File: src/design/gcy_pkg.sv
// Shared constants, types and loop state codes for the gyro conditioning block.
// Used by every module under design/; depends on nothing else.

package gcy_pkg;

    // Field widths
    localparam int RATE_W    = 16;
    localparam int NUM_AXES  = 3;
    localparam int PITCH_W   = 32;
    localparam int YAW_W     = 21;
    localparam int LIM_W     = 20;
    localparam int STATE_W   = 4;
    localparam int CFG_IDX_W = 1;

    // Moving average history
    localparam int HIST_DEPTH = 10;
    localparam int HSUM_W     = RATE_W + $clog2(HIST_DEPTH);

    // Division of the history sum by HIST_DEPTH as a multiply by a rounded-up reciprocal.
    localparam int AVG_SHIFT = HSUM_W + $clog2(HIST_DEPTH);
    localparam int AVG_MUL_W = HSUM_W + 2;
    localparam int AVG_PROD_W = HSUM_W + AVG_MUL_W;
    localparam logic [AVG_MUL_W-1:0] AVG_MUL =
        AVG_MUL_W'(((64'd1 << AVG_SHIFT) + 64'(HIST_DEPTH) - 64'd1) / 64'(HIST_DEPTH));

    // Bias calibration
    localparam int CALIB_TICKS = 200;
    localparam int CNT_W       = 8;
    localparam int CSUM_W      = 32;

    // Division of a calibration sum magnitude by CALIB_TICKS, same reciprocal scheme.
    localparam int CAL_SHIFT  = CSUM_W + $clog2(CALIB_TICKS);
    localparam int CAL_MUL_W  = CSUM_W + 2;
    localparam int CAL_PROD_W = CSUM_W + CAL_MUL_W;
    localparam logic [CAL_MUL_W-1:0] CAL_MUL =
        CAL_MUL_W'(((64'd1 << CAL_SHIFT) + 64'(CALIB_TICKS) - 64'd1) / 64'(CALIB_TICKS));

    // Loop state codes
    localparam logic [STATE_W-1:0] LOOP_ENTER_A = 4'd2;
    localparam logic [STATE_W-1:0] LOOP_PRE_A   = 4'd3;
    localparam logic [STATE_W-1:0] LOOP_EXIT_A  = 4'd4;
    localparam logic [STATE_W-1:0] LOOP_ENTER_B = 4'd6;
    localparam logic [STATE_W-1:0] LOOP_PRE_B   = 4'd7;
    localparam logic [STATE_W-1:0] LOOP_EXIT_B  = 4'd8;

    // Configuration register indexes
    localparam logic [CFG_IDX_W-1:0] REG_YAW_PRE_EXIT = 1'd0;
    localparam logic [CFG_IDX_W-1:0] REG_YAW_EXIT     = 1'd1;

    // One rate value per axis, x in slot 0.
    typedef logic [NUM_AXES-1:0][RATE_W-1:0] rate3_t;

    // Per-word side information carried down the pipeline.
    typedef struct packed {
        logic               calibrate;
        logic               cal_last;
        logic [STATE_W-1:0] loop_state;
    } item_ctl_t;

    // Control from the pipeline to the bias calibration unit.
    typedef struct packed {
        logic acc_en;
        logic finish;
    } cal_ctl_t;

endpackage

File: src/design/gcy_hist_cell.sv
// One tap of the moving average history, holding one sample of each axis.
// Depends on gcy_pkg for the rate vector type.

module gcy_hist_cell
    import gcy_pkg::*;
(
    input  logic   clk,
    input  logic   rst_n,
    input  logic   shift_en,
    input  rate3_t d,
    output rate3_t q
);

    rate3_t tap_reg;

    // Take the neighbor's sample whenever a new word enters the history.
    always_ff @(posedge clk or negedge rst_n)
    begin
        if (!rst_n)
        begin
            tap_reg <= '0;
        end
        else if (shift_en)
        begin
            tap_reg <= d;
        end
    end

    assign q = tap_reg;

endmodule

File: config.mk
export PLATFORM = sky130hd
export DESIGN_NAME = gcy_hist_cell
export DESIGN_NICKNAME = d
export VERILOG_FILES = /design/src/design/gcy_pkg.sv /design/src/design/gcy_hist_cell.sv
export SDC_FILE = /design/constraint.sdc
export NUM_CORES = 1
export LEC_CHECK = 0
export BUFFER_PORTS_ARGS = -buffer_cell sky130_fd_sc_hd__clkbuf_2
export CAP_MARGIN = 20
export CORE_ASPECT_RATIO = 0.5
export CORE_MARGIN = 4
export CORE_UTILIZATION = 40
export DETAILED_ROUTE_END_ITERATION = 12
export GPL_ROUTABILITY_DRIVEN = 0
export PLACE_DENSITY_LB_ADDON = 0.1
export SLEW_MARGIN = 30
export SYNTH_ARGS = -nofsm -noshare
export SYNTH_HDL_FRONTEND = slang
export SYNTH_SLANG_ARGS = --single-unit
File: constraint.sdc
create_clock -name clk -period 0.8 [get_ports clk]
set_input_delay 0.16 -clock clk [delete_from_list [all_inputs] [get_ports clk]]
set_output_delay 0.16 -clock clk [all_outputs]
set_load 0.05 [all_outputs]
Word level (Yosys, flattened, before mapping)
Index checks and enable logic that the tools add are counted.

storage, ports and cells
  bits in registers = 48
  latch bits = 0
  RAM bits = 0
  ROM bits = 0
  input port bits = 51
  word-level logic and storage cells = 3
  memories kept = 0

operators by class
  add/sub/neg operators = 0
  $mul = 0
  div/mod/pow operators = 0
  magnitude comparators = 0
  equal/unequal tests = 0
  shift operators = 0
  multiplexer cells = 0
  bitwise gates (word level) = 0
  reductions and logical operators = 0

Logic depth before layout (Yosys ltp)
Gate-level depths: netlist of run 1.

  depth after elaboration = 0
  depth in mapped cells = 3

Worst setup path after synthesis of run 1
No wires, ideal clock.

  path kind = flip-flop to flip-flop
  start point = reg, netlist name q[0]
  end point = reg tap_reg, in the netlist q[0]
  data arrival time = 0.869 ns
  required time = 0.675 ns
  path slack = -0.194 ns
  stages on the path, launching flop included = 2
  buffers on the path = 0
  clock period less this slack = 0.994 ns
  path through = dfrtp_1 mux2_4

RTL lines
  what                    line                 source
  end signal: assignment  gcy_hist_cell.sv:21  tap_reg <= '0;
  end signal: assignment  gcy_hist_cell.sv:25  tap_reg <= d;
  end: declaration        gcy_hist_cell.sv:14  rate3_t tap_reg;

Final worst setup path of run 1
  start point = reg tap_reg, in the netlist q[3]
  end point = out q[3] (netlist name)

RTL lines
  what              line                 source
  end: declaration  gcy_hist_cell.sv:11  output rate3_t q

No word-level cell between the ends.

==> summary.md, run 1 <==
| Metric | Value |
|---|---|
| Cells on worst reg2reg path | `3` |
| Total of max-cap violations | `0` |
| Hold Vio Cnt, Final | `0` |
| Pleak | `~1.5 nW` |
| First DRT Iteration DRCs | `25` |
| Most frequent cells in the layout | `clkbuf_2 (50), dfrtp_2 (48), buf_8 (45)` |
| Worst Path Required | `0.64 ns` |
| Number of cells on the critical path | `1` |
| Top Ports | `99` |
| Global-route wire length before repair | `7224 um` |
| Cells after DPL | `256` |
| Hold path depth | `2` |
| Setup ws final | `-0.2536 ns` |
| GRT Total Usage | `~15%` |
| Syn Area/Cell | `between 15 and 20 sq um` |
| CTS root buf | `clkbuf_8` |
| Clk sinks | `48` |
| Largest net degree at the start of global routing | `roughly 50` |
| Commonest non-fill, non-tap cell in the layout | `clkbuf_2` |
| Antenna Cells | `0` |
| Drt wl/cell | `16.16 um` |
| Maximum clock frequency | `949.1 MHz` |
| DRC | `0` |
| Crit path kind | `flip-flop to output port` |
| Actual slew at the worst max-slew pin | `roughly 0.25 ns` |
| H-Tree Depth | `2` |
| Die X | `104.5 um` |
| Run status | `finished with violations` |
| Num rows | `17` |
| Post-Synthesis Cell Area | `1861 sq um` |
| WP buf/inv | `1` |
| CP cell instances | `clkbuf_16` |
| Slowest library cell on the worst path | `dfrtp_2` |
| DR vias/cell | `about 4.6` |
| Post-Synthesis Cells | `101` |
| Min cycle time layout | `1.054 ns` |
| Die height | `about 56 um` |
| Period utilisation layout | `131.7%` |
| Drt total wl | `4395 um` |
| Clock Latency Late Sink | `0.29 ns` |
| Critical Path AT | `0.89 ns` |
| Sequential fraction of the synthesis area | `64.56%` |
| Worst setup SP type | `flip-flop` |
| Fillers | `between 200 and 300` |
| Top cell family by delay on the critical path | `flip-flops` |
| Class of the worst hold path | `primary input to flip-flop` |
| Max-slew headroom | `a little over four fifths` |
| Final ANT Viol Nets | `0` |
| Slowest stage delay, CP | `about 0.43 ns` |
| Yosys cell types | `5` |
| Setup TNS | `-11.98 ns` |
| Vias post-DR | `1250` |
| Vias in the first global route | `1469` |
| Final Skew | `0 ns` |
| Power Dens Cells | `between 2000 and 2500 nW/um^2` |
| Final setup viols | `75` |
| Port bufs | `98` |
| CTS Buf Count | `5` |
| DRT Pass-1 Iters | `2` |
| Final net count | `265` |
| Clock transition at path regs | `0.09 ns` |
| Max clock buf depth | `2` |
| CP max FO | `2` |
| VDD IR max | `0.001159 V` |
| Unrepaired setup endpoints after global routing | `yes` |
| Global route total overflow | `0` |
| Area growth syn-to-layout | `73.77%` |
| Max reg flops | `between 40 and 50` |
| CTS tree | `built` |
| Detail Placement HPWL | `2938 um` |
| Failing checks | `negative setup slack` |
| Core Region | `4446 sq um` |
| Final Max Tran Viols | `0` |
| Layout cells sized above 1 | `99.53%` |
| Post-Layout Cell Count | `272` |
| Starting density of the core | `between 40% and 50%` |
| Yosys warns | `0` |
| Initial antenna violation count | `0` |
| Synthesis-stage register bit count | `48` |
| Die area | `5873 sq um` |
| Crit end category | `output port` |
| Mapped Nets | `152` |
where the power goes:
group | leakage, nW | internal [mW] | total (mW) | switching (mW)
clock network | 0.0510 | 0.690 | 1.45 | 0.761
logic | 0.965 | 1.16 | 2.37 | 1.21
registers | 0.513 | 2.72 | 2.95 | 0.236
total | 1.53 | 4.56 | 6.77 | 2.21
area by class of cell:
cell class              count  area [sq um]  share of cell area (%)
clock buffers               6         82.58                   2.554
clock inverters             2         10.01                  0.3096
multi-input cells          48         638.1                   19.74
flip-flops and latches     48          1261                   39.01
well taps                  57         71.32                   2.206
repair buffers            111          1170                   36.18
timing repair:
action	in CTS	in global routing
hold buffers	1	0
pin swaps	0	0
gates resized for setup	101	55
setup endpoints to repair	49	78
buffers inserted	5	3
endpoints found under the hold margin	48	0
stage by stage:
stage	hold WS, ns	worst slack (ns)	cell area, sq um	util [%]	power, mW
floorplan	-0.1356	-0.1095	1921	-	4.130
global placement	0.1705	-0.2121	2526	56.83	4.628
detailed placement	0.1702	-0.2369	2526	56.83	4.646
CTS	0.07883	-0.2706	3128	70.36	6.648
global route	0.07641	-0.2906	3233	72.73	7.091
finish	0.09467	-0.2536	3233	72.73	6.773
synth_stat cells, drive strengths merged:
| master | count | area, sq um |
|---|---|---|
| dfrtp | 48 | 1201 |
| mux2 | 48 | 615.6 |
| buf | 5 | 43.79 |
logic make-up after synthesis:
logic type	count (synthesis)	synth area share, %
mux	48	33.09
flops	48	64.56
buf+inv	5	2.354
layer usage:
metal  vias to the layer above  track usage [%]  routed length [um]
met5                         -                0                   0
li1                        579                -                   -
met1                       619            17.88                1700
met4                         0            2.841                   0
met2                        52            27.43                2318
met3                         0            6.373                 377
final timing paths:
path                        from     to  slack (ns)
min in group asynchronous  rst_n   q[3]        0.38
hold reg to reg            q[15]  q[15]        0.55
setup / recovery            q[3]   q[3]       -0.25
setup reg to reg           q[12]  q[12]       -0.25
hold / removal             d[15]  q[15]        0.09
max in group asynchronous  rst_n  q[24]        0.18
Note: power is estimated with default switching activity, not from simulation.
==> inputs of run 2 (changes only) <==
==> constraint.sdc (replaced) <==
create_clock -name clk -period 1.1 [get_ports clk]
set_input_delay 0.055 -clock clk [delete_from_list [all_inputs] [get_ports clk]]
set_output_delay 0.055 -clock clk [all_outputs]
set_load 0.05 [all_outputs]
==> run 2 against run 1 <==
Effect of this change:
- the run now ends clean
- combinational power down 41%
- clock-buffer cell count down 1
- clock skew unchanged
- clock power down 13%
==> summary.md, run 2 (synthesized netlist as in run 1, its figures left out) <==
| Metric | Value |
|---|---|
| Commonest non-fill, non-tap cell in the layout | `clkbuf_2` |
| Layout cells sized above 1 | `62.20% (-37 points)` |
| Final ANT Viol Nets | `0 (unchanged)` |
| Global-route wire length before repair | `7583 um (+5.0%)` |
| CP cell instances | `clkbuf_2` |
| Clock Latency Late Sink | `0.29 ns (about the same)` |
| Top Ports | `99 (unchanged)` |
| Final Max Tran Viols | `0 (unchanged)` |
| H-Tree Depth | `2 (unchanged)` |
| Run status | `finished clean` |
| VDD IR max | `0.0009204 V (-21%)` |
| Area growth syn-to-layout | `62.61%` |
| Most frequent cells in the layout | `clkbuf_2 (98), dlygate4sd3_1 (48), dfrtp_1 (48)` |
| Core Region | `4446 sq um (unchanged)` |
| Die area | `5873 sq um (unchanged)` |
| Cells after DPL | `255 (-0.39%)` |
| CTS root buf | `clkbuf_8` |
| Crit end category | `output port` |
| Power consumption | `4.688 mW (-31%)` |
| Pleak | `1.526 nW (-0.18%)` |
| Crit path kind | `flip-flop to output port` |
| First DRT Iteration DRCs | `27 (+8.0%)` |
| Met2 usage | `28.17% (+0.73 points)` |
| Post-Layout Cell Count | `311 (+14%)` |
| CTS tree | `built` |
| Final net count | `304 (+15%)` |
| Worst Path Required | `1.04 ns (+0.40 ns)` |
| Internal power | `3.116 mW (-32%)` |
| Unrepaired setup endpoints after global routing | `no` |
| WP buf/inv | `1 (unchanged)` |
| Final Skew | `0 ns (unchanged)` |
| Worst setup SP type | `flip-flop` |
| Max reg flops | `48 (unchanged)` |
| Total of max-cap violations | `0 (unchanged)` |
| Vias in the first global route | `1604 (+9.2%)` |
| Worst hold slack | `0.009981 ns (-0.08469 ns)` |
| GRT Total Usage | `16.31% (+0.82 points)` |
| Die X | `104.5 um (unchanged)` |
| Global route total overflow | `0 (unchanged)` |
| Max clock buf depth | `2 (unchanged)` |
| Setup Buffers After CTS | `0 (-5)` |
| Clk sinks | `48 (unchanged)` |
| Sequential power share | `43.4% (-0.2 points)` |
| DP Worst Slack | `0.1887 ns (+0.4256 ns)` |
| Switching Share | `33.53% (+0.88 points)` |
| Initial antenna violation count | `0 (unchanged)` |
| Setup TNS | `0 ns (+11.98 ns)` |
| Maximum clock frequency | `987.1 MHz` |
| Final setup viols | `0 (-100%)` |
| Switching pwr | `1.572 mW (-29%)` |
| GR peak layer | `met2` |
| Vias post-DR | `1401 (+12%)` |
| Clock share of power | `26.9% (+5.5 points)` |
| Starting density of the core | `41.85% (unchanged)` |
| Clock transition at path regs | `0.09 ns (about the same)` |
| Actual slew at the worst max-slew pin | `0.3481 ns (+0.1015 ns)` |
| Drt wl/cell | `14.33 um (-11%)` |
| Largest net degree at the start of global routing | `29 (-41%)` |
| Min cycle time layout | `between 1 and 1.5 ns` |
| DRC | `0 (unchanged)` |
| Period utilisation layout | `slightly above 90%` |
| Top cell family by delay on the critical path | `flip-flops` |
| Antenna Cells | `0 (unchanged)` |
| Hold Vio Cnt, Final | `0 (unchanged)` |
| CP max FO | `2 (unchanged)` |
| Die height | `56.23 um (unchanged)` |
| Port bufs | `98 (unchanged)` |
| Critical Path AT | `0.96 ns (+0.07 ns)` |
| DR vias/cell | `4.505 (-2.0%)` |
| Setup ws final | `0.08690 ns (+0.3405 ns)` |
| Slowest library cell on the worst path | `dfrtp_1` |
| Drt total wl | `4458 um (+1.4%)` |
| GR Util met3 | `5.910% (-0.46 points)` |
| DRT Pass-1 Iters | `4 (+2)` |
| Met1 Use GR | `19.16% (+1.3 points)` |
| Comb pwr share | `29.7% (-5.3 points)` |
| Class of the worst hold path | `primary input to flip-flop` |
| CTS Buf Count | `5 (unchanged)` |
| Power Dens Cells | `1550 nW/um^2 (-26%)` |
| Num rows | `17 (unchanged)` |
| Detail Placement HPWL | `2970 um (+1.1%)` |
| Slowest stage delay, CP | `0.37 ns (-0.06 ns)` |
| Max-slew headroom | `76.79% (-6.8 points)` |
-- run 2: cell count changes in the layout (fill, tap and decap cells not counted), moves of 3 or more --
cell and change:
clkbuf_2 +48, mux2_2 +6, buf_8 -45, dlygate4sd3_1 +47
mux2_4 -6, clkbuf_16 -3, dfrtp_2 -48, buf_6 -5
dfrtp_1 +48
-- run 2: worst paths after layout --
check / startpoint / end / slack [ns] / cells past startpoint
worst max register to register: q[46] / q[46] / 0.32 / 1
min in group asynchronous: rst_n / q[43] / 0.29 / 3
worst min-delay path: d[37] / q[37] / 0.01 / 2
worst min register to register: q[21] / q[21] / 0.51 / 1
worst max-delay path: q[45] / q[45] / 0.09 / 1
max in group asynchronous: rst_n / q[17] / 0.52 / 3
-- run 2: per-stage QoR --
step	area, sq um	utilization [%]
3_5_place_dp	2434	54.74
3_3_place_gp	2434	54.74
6_report	3025	68.06
4_1_cts	3025	68.06
5_1_grt	3025	68.06
2_1_floorplan	1861	-
-- run 2: metal layers --
metal / vias to the layer above / routed length (um)
met2: 59 / 2274
met4: 0 / 101
li1: 654 / -
met3: 10 / 320
met1: 678 / 1761
met5: - / 0
-- run 2: final cells by class --
class | instances | area [sq um]
Multi-Input combinational cell | 48 | 615.6
Tap cell | 57 | 71.32
Sequential cell | 48 | 1201
Fill cell | 319 | 1420
Clock buffer | 5 | 68.82
Timing Repair Buffer | 150 | 1026
Clock inverter | 3 | 42.54
-- run 2: power by group through the flow --
| stage | clock network [mW] | registers (mW) | logic (mW) |
|---|---|---|---|
| global placement | 0 | 2.06 | 1.26 |
| detailed placement | 0 | 2.07 | 1.27 |
| CTS | 1.29 | 2.04 | 1.40 |
| floorplan | 0 | 2.69 | 0.271 |
| finish | 1.26 | 2.04 | 1.39 |
| global route | 1.40 | 2.06 | 1.46 |
-- run 2: repair_timing --
action / 4_1_cts / 5_1_grt
hold buffers: 48 / 0
endpoints found under the hold margin: 95 / 0
gates resized for setup: 0 / 0
