==> src/design/gcy_pkg.sv <==
// Shared constants, types and loop state codes for the gyro conditioning block.
// Used by every module under design/; depends on nothing else.

package gcy_pkg;

    // Field widths
    localparam int RATE_W    = 16;
    localparam int NUM_AXES  = 3;
    localparam int PITCH_W   = 32;
    localparam int YAW_W     = 21;
    localparam int LIM_W     = 20;
    localparam int STATE_W   = 4;
    localparam int CFG_IDX_W = 1;

    // Moving average history
    localparam int HIST_DEPTH = 10;
    localparam int HSUM_W     = RATE_W + $clog2(HIST_DEPTH);

    // Division of the history sum by HIST_DEPTH as a multiply by a rounded-up reciprocal.
    localparam int AVG_SHIFT = HSUM_W + $clog2(HIST_DEPTH);
    localparam int AVG_MUL_W = HSUM_W + 2;
    localparam int AVG_PROD_W = HSUM_W + AVG_MUL_W;
    localparam logic [AVG_MUL_W-1:0] AVG_MUL =
        AVG_MUL_W'(((64'd1 << AVG_SHIFT) + 64'(HIST_DEPTH) - 64'd1) / 64'(HIST_DEPTH));

    // Bias calibration
    localparam int CALIB_TICKS = 200;
    localparam int CNT_W       = 8;
    localparam int CSUM_W      = 32;

    // Division of a calibration sum magnitude by CALIB_TICKS, same reciprocal scheme.
    localparam int CAL_SHIFT  = CSUM_W + $clog2(CALIB_TICKS);
    localparam int CAL_MUL_W  = CSUM_W + 2;
    localparam int CAL_PROD_W = CSUM_W + CAL_MUL_W;
    localparam logic [CAL_MUL_W-1:0] CAL_MUL =
        CAL_MUL_W'(((64'd1 << CAL_SHIFT) + 64'(CALIB_TICKS) - 64'd1) / 64'(CALIB_TICKS));

    // Loop state codes
    localparam logic [STATE_W-1:0] LOOP_ENTER_A = 4'd2;
    localparam logic [STATE_W-1:0] LOOP_PRE_A   = 4'd3;
    localparam logic [STATE_W-1:0] LOOP_EXIT_A  = 4'd4;
    localparam logic [STATE_W-1:0] LOOP_ENTER_B = 4'd6;
    localparam logic [STATE_W-1:0] LOOP_PRE_B   = 4'd7;
    localparam logic [STATE_W-1:0] LOOP_EXIT_B  = 4'd8;

    // Configuration register indexes
    localparam logic [CFG_IDX_W-1:0] REG_YAW_PRE_EXIT = 1'd0;
    localparam logic [CFG_IDX_W-1:0] REG_YAW_EXIT     = 1'd1;

    // One rate value per axis, x in slot 0.
    typedef logic [NUM_AXES-1:0][RATE_W-1:0] rate3_t;

    // Per-word side information carried down the pipeline.
    typedef struct packed {
        logic               calibrate;
        logic               cal_last;
        logic [STATE_W-1:0] loop_state;
    } item_ctl_t;

    // Control from the pipeline to the bias calibration unit.
    typedef struct packed {
        logic acc_en;
        logic finish;
    } cal_ctl_t;

endpackage

==> src/design/gcy_avg.sv <==
// Two-stage divide of one axis's history sum by the history depth, truncating
// toward zero. Depends on gcy_pkg for widths and the reciprocal constant.

module gcy_avg
    import gcy_pkg::*;
(
    input  logic              clk,
    input  logic              en_mul,
    input  logic              en_out,
    input  logic [HSUM_W-1:0] sum,
    output logic [RATE_W-1:0] avg
);

    logic                  neg_reg;
    logic [AVG_PROD_W-1:0] prod_reg;
    logic [HSUM_W-1:0]     mag;
    logic [RATE_W-1:0]     quot;
    logic [RATE_W-1:0]     avg_reg;

    // Magnitude of the sum, then multiply by the reciprocal of the depth.
    assign mag = sum[HSUM_W-1] ? (~sum + HSUM_W'(1)) : sum;

    always_ff @(posedge clk)
    begin
        if (en_mul)
        begin
            neg_reg  <= sum[HSUM_W-1];
            prod_reg <= AVG_PROD_W'(mag) * AVG_PROD_W'(AVG_MUL);
        end
    end

    // Drop the fraction and put the sign back.
    assign quot = prod_reg[AVG_SHIFT +: RATE_W];

    always_ff @(posedge clk)
    begin
        if (en_out)
        begin
            avg_reg <= neg_reg ? (~quot + RATE_W'(1)) : quot;
        end
    end

    assign avg = avg_reg;

endmodule

==> config.mk <==
export PLATFORM = sky130hd
export DESIGN_NAME = gcy_avg
export DESIGN_NICKNAME = d
export VERILOG_FILES = /design/src/design/gcy_pkg.sv /design/src/design/gcy_avg.sv
export SDC_FILE = /design/constraint.sdc
export NUM_CORES = 1
export LEC_CHECK = 0
export ABC_CLOCK_PERIOD_IN_PS = 11800
export BUFFER_PORTS_ARGS = -buffer_cell sky130_fd_sc_hd__buf_4
export CAP_MARGIN = 40
export CORE_MARGIN = 4
export CORE_UTILIZATION = 57
export DETAILED_ROUTE_END_ITERATION = 7
export HOLD_SLACK_MARGIN = 0.05
export PLACE_DENSITY = 0.77
export SLEW_MARGIN = 20
export SYNTH_ARGS = -nofsm -noshare
export SYNTH_HDL_FRONTEND = slang
export SYNTH_SLANG_ARGS = --single-unit
==> constraint.sdc <==
create_clock -name clk -period 11.8 [get_ports clk]
set_input_delay 2.36 -clock clk [delete_from_list [all_inputs] [get_ports clk]]
set_output_delay 2.36 -clock clk [all_outputs]
set_load 0.1 [all_outputs]
# ---- Yosys cells after proc, flatten, opt, wreduce, memory -nomap -nowiden
# Cells that the tools add are included.
dict set report totals {
  out_inout_bits 16
  in_bits 23
  register_bits 56
}
dict set report op_classes {
  n_addsub 2
  n_mul 1
  n_mux 2
  bitwise 2
}
# op n
set ops {}
lappend ops {{20-bit by 20-bit multiplier with 39-bit output (second input constant)} 1}
lappend ops {{20-bit by 1-bit adder with 20-bit output (second input constant)} 1}
lappend ops {{20-bit 2-to-1 mux} 1}
lappend ops {{20-bit NOT} 1}
lappend ops {{16-bit by 1-bit adder with 16-bit output (second input constant)} 1}
lappend ops {{16-bit 2-to-1 mux} 1}
lappend ops {{16-bit NOT} 1}

# ---- Logic depth before layout (Yosys ltp)
# Gate-level depths: netlist (run 1).
dict set report depth {
  depth_word 4
  ltp_mapped 29
}

# ---- Least setup slack after synthesis (run 1)
# Ideal clock, no wire load.
dict set report synth_timing {
  path_type {input to register}
  from {in sum[0]}
  to {reg prod_reg[35], data pin}
  cell_stages 27
  arrival_ns 9.363
  slack_ns 2.175
  cell_sequence {inv_1 ha_1 or4b_4 or3_4 or3_1 o21ai_0 xnor2_1 ha_1 fa_1 ha_1 inv_1 fa_1 inv_1 fa_1 fa_1 inv_1 fa_1 inv_1 ha_1 a2111oi_0 o21ai_0 o21ai_0 a21oi_1 a211o_1 o41ai_4 o21bai_1 xor2_1}
}
dict set report synth_between {
  elab_chain_len 4
}
# item line_no
set synth_lines {}
lappend synth_lines {{start: declaration} gcy_avg.sv:10} ;# input logic [HSUM_W-1:0] sum,
lappend synth_lines {{20-bit NOT} gcy_avg.sv:21} ;# assign mag = sum[HSUM_W-1] ? (~sum + HSUM_W'(1)) : sum;
lappend synth_lines {{20-bit by 1-bit adder with 20-bit output} gcy_avg.sv:21}
lappend synth_lines {{20-bit 2-to-1 mux *} gcy_avg.sv:21}
lappend synth_lines {{20-bit by 20-bit multiplier with 39-bit output *} gcy_avg.sv:28} ;# prod_reg <= AVG_PROD_W'(mag) * AVG_PROD_W'(AVG_MUL);
lappend synth_lines {{end signal: assignment} gcy_avg.sv:28}
lappend synth_lines {{end: declaration} gcy_avg.sv:15} ;# logic [AVG_PROD_W-1:0] prod_reg;
# Mark *: on every way between the ends. The rest lies on a longest branch, timed or not.
# A chain may end at the register's enable or synchronous reset.

# ---- Final worst setup path (run 1)
# Ends and elaborated chain as after synthesis.

==> impl_metrics.toml, run 1 <==
[drt]
drt-vias-per-instance = 5.53
drc = 0
wirelength_mm = 19.7
routedWlPerCell_um = 17.0
dr.pass1.iters = 5
drt_iter0_markers = 438
vias = 6420
ant_nets = 0

[worst_setup_path]
crit_arrival_ns = 10.12
slowest_stage = "fa_1"
ff2ff_setup_slack_ns = 9.81
timing.rr.end = "avg[13]$_DFFE_PP_"
required_ns = 11.81
reg2reg_depth = 4
endpoint_kind = "register"
path_buf_inv = 6
critPathTopFamily = "adder cells"
cp_max_fo = 10
rr_startpoint = "prod_reg[32]$_DFFE_PP_"
critPathKind = "in -> reg"
max_stage_delay_ns = 0.54
critPathLaunchType = "primary input"

[yosys]
synth-main-ff-cell = "edfxtp_1"
synth_adder_area_share = 0.562
synthXorXnorAreaFrac = 0.0685
synth-async-reset-ratio = 0
syn-num-nets = 1265
syn_area_per_cell_um2 = 9.94
ys_warn_count = 0
synth.cell_area_um2 = 9080
yosysSeqAreaShare = 0.109
synth_edf_count = 33
yosys-mux-area-fraction = 0.00220
yosys.area_share.simple = 0.0738
ys_ff_latch = 33
synth_top_family_by_area = "adder cells"
synth_cells = 914
synth-compound-area-share = 0.0937
synth.distinct_cells = 61

[place]
gp_congestion = 0.962
dpl.hpwl_mm = 17.8
io_buffer_count = 38

[grt]
grt_start_max_net_pins = 21
grt-ovfl-total = 0
grt_pass1_wl_mm = 32.7
grt_pass1_vias = 6622
antenna_found_initial = 0
track_usage = 0.226

[final_layout]
drive_gt1_frac = 0.0632
area_delta_synth_final_pct = 7.07
nets = 1300
diodes = 0

[clock_network]
cts_hold_buffers = 0
clk_latency_ns = 0.27
clock_sinks = 33
cts_tree = "done"
post_cts_buffers = 0
htreeDepth = 2
cts_buffers = 5
clockBufferDepth = 2
root_buffer = "clkbuf_16"
postCtsResizedCells = 0
path_clk_slew_ns = 0.05

[outcome]
status = "completed"

[die]
ios = 39
die_y_um = 134
rows = 45
die_area_um2 = 18000
die_x_um = 134
initial_core_util = 0.589
core_area_um2 = 15400

[timing]
rsz0062_at_grt = "no"
fmax_mhz = 99.0
period_share = 0.856
fin_crit_ns = 10.10
hold_violations = 0
setup_viol = 0
max-slew-margin-rel = 0.422
finalSetupTns_ns = 0
tightestPinTransition_ns = 0.860
slew_violations = 0
fin_skew_ns = 0.00450

[min_path]
whs_endpoint = "avg[0]$_DFFE_PP_"
hold_depth = 0
hp-class = "reg -> reg"
worstHoldStart = "prod_reg[24]$_DFFE_PP_"

[job]
maxCapViolCount = 0
[per-stage QoR]
step / util / hold WS [ns] / setup WS [ns] / area [µm²] / std cells
floorplan: - / 0.477 / 2.18 / 9080 / 914
global placement: 0.621 / 0.497 / 1.60 / 9590 / 1152
detailed placement: 0.622 / 0.507 / 1.43 / 9590 / 1153
CTS: 0.630 / 0.512 / 1.71 / 9720 / 1160
global route: 0.630 / 0.515 / 1.21 / 9720 / 1160
finish: 0.630 / 0.507 / 1.70 / 9720 / 1160
[area by class of cell]
class                   instances  area (µm²)
repair buffers                 39         290
clock inverters                 1        3.75
well taps                     211         264
flip-flops and latches         33         991
inverters                     208         781
clock buffers                   6         129
multi-input cells             662        7270
fillers                      1282        5700
[synth_stat cells, drive strengths merged, types with 2 or more instances]
library cell  number  area (µm²)
nand2b             5        31.3
o31ai              8        60.1
xnor2             47         419
o21bai             5        37.5
o41ai              5        70.1
nor2b              2        12.5
and3               3        18.8
edfxtp            33         991
a21o              16         120
inv              208         781
nand4              8        56.3
or4                4        33.8
o21a               4        30.0
nand2             46         175
xor2              21         203
o211ai             4        35.0
or2                2        12.5
fa               133        2660
or4b               2        23.8
a2111oi            2        17.5
nor2              28         105
a21oi             43         215
or3                4        30.0
nand3             13        65.1
nor3              10        50.1
clkbuf            10        37.5
o21ai             28         140
and2               3        21.3
a211oi             3        22.5
mux2i              2        20.0
ha               195        2440
[worst max path at each step]
stage / from / endpoint / cells past startpoint
after floorplan: sum[0] / prod_reg[35]$_DFFE_PP_ / 27
after global placement: sum[0] / prod_reg[36]$_DFFE_PP_ / 30
after detailed placement: sum[0] / prod_reg[35]$_DFFE_PP_ / 28
after CTS: sum[0] / prod_reg[35]$_DFFE_PP_ / 28
after global routing: sum[0] / prod_reg[35]$_DFFE_PP_ / 28
final: sum[0] / prod_reg[35]$_DFFE_PP_ / 28
[layout by cell type, fill, tap and decap left out, types with 4 or more instances in the layout]
cell / Yosys / routed
inv_1: 207 / 207
ha_1: 195 / 195
fa_1: 133 / 133
xnor2_1: 46 / 46
nand2_1: 45 / 45
a21oi_1: 43 / 43
buf_4: 1 / 38
edfxtp_1: 33 / 33
nor2_1: 28 / 28
o21ai_0: 25 / 25
xor2_1: 20 / 20
a21o_1: 16 / 16
nand3_1: 13 / 13
nor3_1: 10 / 10
o31ai_1: 8 / 8
nand4_1: 7 / 7
nand2b_1: 5 / 5
o21bai_1: 5 / 5
clkbuf_16: 0 / 5
o21a_1: 4 / 4
[metal layers]
metal,routed length [µm],global-route usage,vias up
li1,-,-,3089
met1,8900,0.318,3097
met2,9430,0.382,206
met3,1100,0.0259,28
met4,302,0.0430,0
met5,0,0,-
[cells by family (layout without fill, tap and decap cells)]
kind of cell               after synthesis  after routing
adders and majority gates              328            328
buffers and inverters                  219            254
and+or+nand+nor                        134            134
AOI/OAI and AO/OA                      130            130
xor gates and xnor gates                68             68
DFF                                     33             33
muxes                                    2              2
Power of run 1 is left out: the tool's default activity adds up to more than one toggle a clock period on the data nets, which glitch-free logic cannot reach.
==> run 2: changes to the inputs <==
--- a/config.mk
+++ b/config.mk
@@ -5,14 +5,15 @@
 export SDC_FILE = /design/constraint.sdc
 export NUM_CORES = 1
 export LEC_CHECK = 0
-export ABC_CLOCK_PERIOD_IN_PS = 11800
+export ABC_AREA = 1
+export ABC_CLOCK_PERIOD_IN_PS = 10000
 export BUFFER_PORTS_ARGS = -buffer_cell sky130_fd_sc_hd__buf_4
 export CAP_MARGIN = 40
 export CORE_MARGIN = 4
 export CORE_UTILIZATION = 57
 export DETAILED_ROUTE_END_ITERATION = 7
 export HOLD_SLACK_MARGIN = 0.05
-export PLACE_DENSITY = 0.77
+export PLACE_DENSITY = 0.76
 export SLEW_MARGIN = 20
 export SYNTH_ARGS = -nofsm -noshare
 export SYNTH_HDL_FRONTEND = slang
==> constraint.sdc (replaced) <==
create_clock -name clk -period 10 [get_ports clk]
set_input_delay 2 -clock clk [delete_from_list [all_inputs] [get_ports clk]]
set_output_delay 2 -clock clk [all_outputs]
set_load 0.1 [all_outputs]
==> run 2 against run 1 <==
  * Highest routed layer unchanged
  * Critical path depth is the same
  * Die area grew 4.5%
  * Clock-buffer cell count is the same
  * Largest cell class unchanged
  * Non-clock buffer count grew 5
  * Clock skew shrank 0.0019 ns
  * Synthesized cell count grew 18%
==> impl_metrics.toml, run 2 <==
[place]
dpl.hpwl_mm = 21.2
gp_congestion = 1.04
io_buffer_count = 38

[clock_network]
cts_buffers = 5
clk_latency_ns = 0.27
post_cts_buffers = 0
root_buffer = "clkbuf_16"
cts_hold_buffers = 0
postCtsResizedCells = 0
path_clk_slew_ns = 0.05
htreeDepth = 2
clock_sinks = 33
cts_tree = "done"
clockBufferDepth = 2

[timing]
fin_crit_ns = 8.75
tightestPinTransition_ns = 0.751
period_share = 0.875
fin_skew_ns = 0.00259
rsz0062_at_grt = "no"
fmax_mhz = 114
slew_violations = 0
setup_viol = 0
max-slew-margin-rel = 0.497
hold_violations = 0
finalSetupTns_ns = 0

[job]
maxCapViolCount = 0

[drt]
dr_wl_met3_mm = 1.41
ant_nets = 0
drc = 0
wl_met2_mm = 11.0
vias = 7211
drt-vias-per-instance = 5.37
dr.pass1.iters = 5
drt_iter0_markers = 563
routedWlPerCell_um = 17.1
wirelength_mm = 22.9
wirelength_met1_mm = 9.60
dr.max_layer_used = "met4"

[yosys]
synth_edf_count = 33
synth_common_cells = "267 x inv_1, 195 x ha_1, 133 x fa_1"
yosys-top-cells-area = "fa_1 28%, ha_1 26%, inv_1 11%"
synth.distinct_cells = 36
synth-async-reset-ratio = 0
ys_ff_latch = 33
synth_cells = 1078
yosysMostFrequentCell = "inv_1"
synth-main-ff-cell = "edfxtp_1"
synth_top_area_frac = 0.280
synth.cell_area_um2 = 9510
yosysSeqAreaShare = 0.104
yosys.area.top_type = "fa_1"
syn_area_per_cell_um2 = 8.82
ys_warn_count = 0
syn-num-nets = 1429

[final_layout]
nets = 1477
diodes = 0
final_common_cell = "inv_1"
postLayoutCoreUtil = 0.635
area_delta_synth_final_pct = 7.56
most-common-layout-cells = "267 x inv_1, 195 x ha_1, 133 x fa_1"
drive_gt1_frac = 0.0577

[worst_setup_path]
endpoint_kind = "register"
cp_max_fo = 7
ff2ff_setup_slack_ns = 7.96
critPathCapture = "prod_reg[36]$_DFFE_PP_"
timing.rr.end = "avg[14]$_DFFE_PP_"
slowest_stage = "fa_1"
crit_arrival_ns = 8.77
max_stage_delay_ns = 0.53
rr_startpoint = "prod_reg[24]$_DFFE_PP_"
reg2reg_depth = 10
required_ns = 10.02
crit_start = "sum[0]"
critPathKind = "in -> reg"
critPathLaunchType = "primary input"

[die]
initial_core_util = 0.590
die_y_um = 137
core_area_um2 = 16100
ios = 39
die_area_um2 = 18800
rows = 46
die_x_um = 137

[grt]
grt_start_max_net_pins = 19
grt-ovfl-total = 0
track_usage = 0.260
grt_pass1_vias = 7656
grt_pass1_wl_mm = 37.7
antenna_found_initial = 0

[outcome]
status = "completed"

[min_path]
hp-class = "reg -> reg"
run 2: cell count changes after synthesis, sizes merged, moves of 12 or more:
| cell | before | now |
|---|---|---|
| inv | 208 | 270 |
| nand2 | 46 | 130 |
| nor2 | 28 | 80 |
| o21ai | 28 | 40 |
| xnor2 | 47 | 20 |
| xor2 | 21 | 43 |
run 2: cell families after synthesis:
kind of cell,Yosys count,synth area share
adder cells (fa/ha/maj),328,0.536
XOR/XNOR,63,0.0643
buffers and inverters,273,0.108
AND/OR/NAND/NOR,257,0.110
AO/OA/AOI/OAI,124,0.0769
flip-flops,33,0.104
run 2: worst min-delay path by stage:
| stage | to | slack (ns) | cells past startpoint | startpoint |
|---|---|---|---|---|
| after floorplan | avg[0]$_DFFE_PP_ | 0.45 | 0 | prod_reg[24]$_DFFE_PP_ |
| after global placement | avg[0]$_DFFE_PP_ | 0.46 | 0 | prod_reg[24]$_DFFE_PP_ |
| after detailed placement | avg[0]$_DFFE_PP_ | 0.48 | 0 | prod_reg[24]$_DFFE_PP_ |
| after CTS | avg[0]$_DFFE_PP_ | 0.49 | 0 | prod_reg[24]$_DFFE_PP_ |
| after global routing | avg[0]$_DFFE_PP_ | 0.50 | 0 | prod_reg[24]$_DFFE_PP_ |
| final | avg[0]$_DFFE_PP_ | 0.49 | 0 | prod_reg[24]$_DFFE_PP_ |
run 2: layout make-up:
class / count / area [µm²]
inverter: 270 / 1010
sequential: 33 / 991
fill: 1416 / 5880
multi-input combinational: 772 / 7490
timing repair buffer: 44 / 330
clock buffer: 6 / 129
clock inverter: 1 / 3.75
tap: 216 / 270
run 2: layer usage:
layer  GRT usage  vias up
li1            -     3508
met1       0.338     3368
met2       0.451      262
met3      0.0285       73
met4      0.0948        0
met5           0        -
run 2: metrics by stage:
step / worst slack, ns / std cells / hold WS [ns] / cell area, µm²
6_report: 1.25 / 1342 / 0.493 / 10200
5_1_grt: 0.927 / 1342 / 0.495 / 10200
4_1_cts: 1.32 / 1342 / 0.490 / 10200
3_5_place_dp: 1.07 / 1335 / 0.481 / 10100
3_3_place_gp: 1.10 / 1335 / 0.463 / 10100
2_1_floorplan: 2.07 / 1078 / 0.451 / 9510
run 2: worst max-delay path, delay by kind of cell:
kind                     cells  cell delay, ns
AND/OR/NAND/NOR             10            1.54
buffers and inverters        6            0.57
XOR/XNOR                     1            0.51
adder cells (fa/ha/maj)      9            3.70
AO/OA/AOI/OAI                2            0.44
Power of run 2 is left out for the same reason.
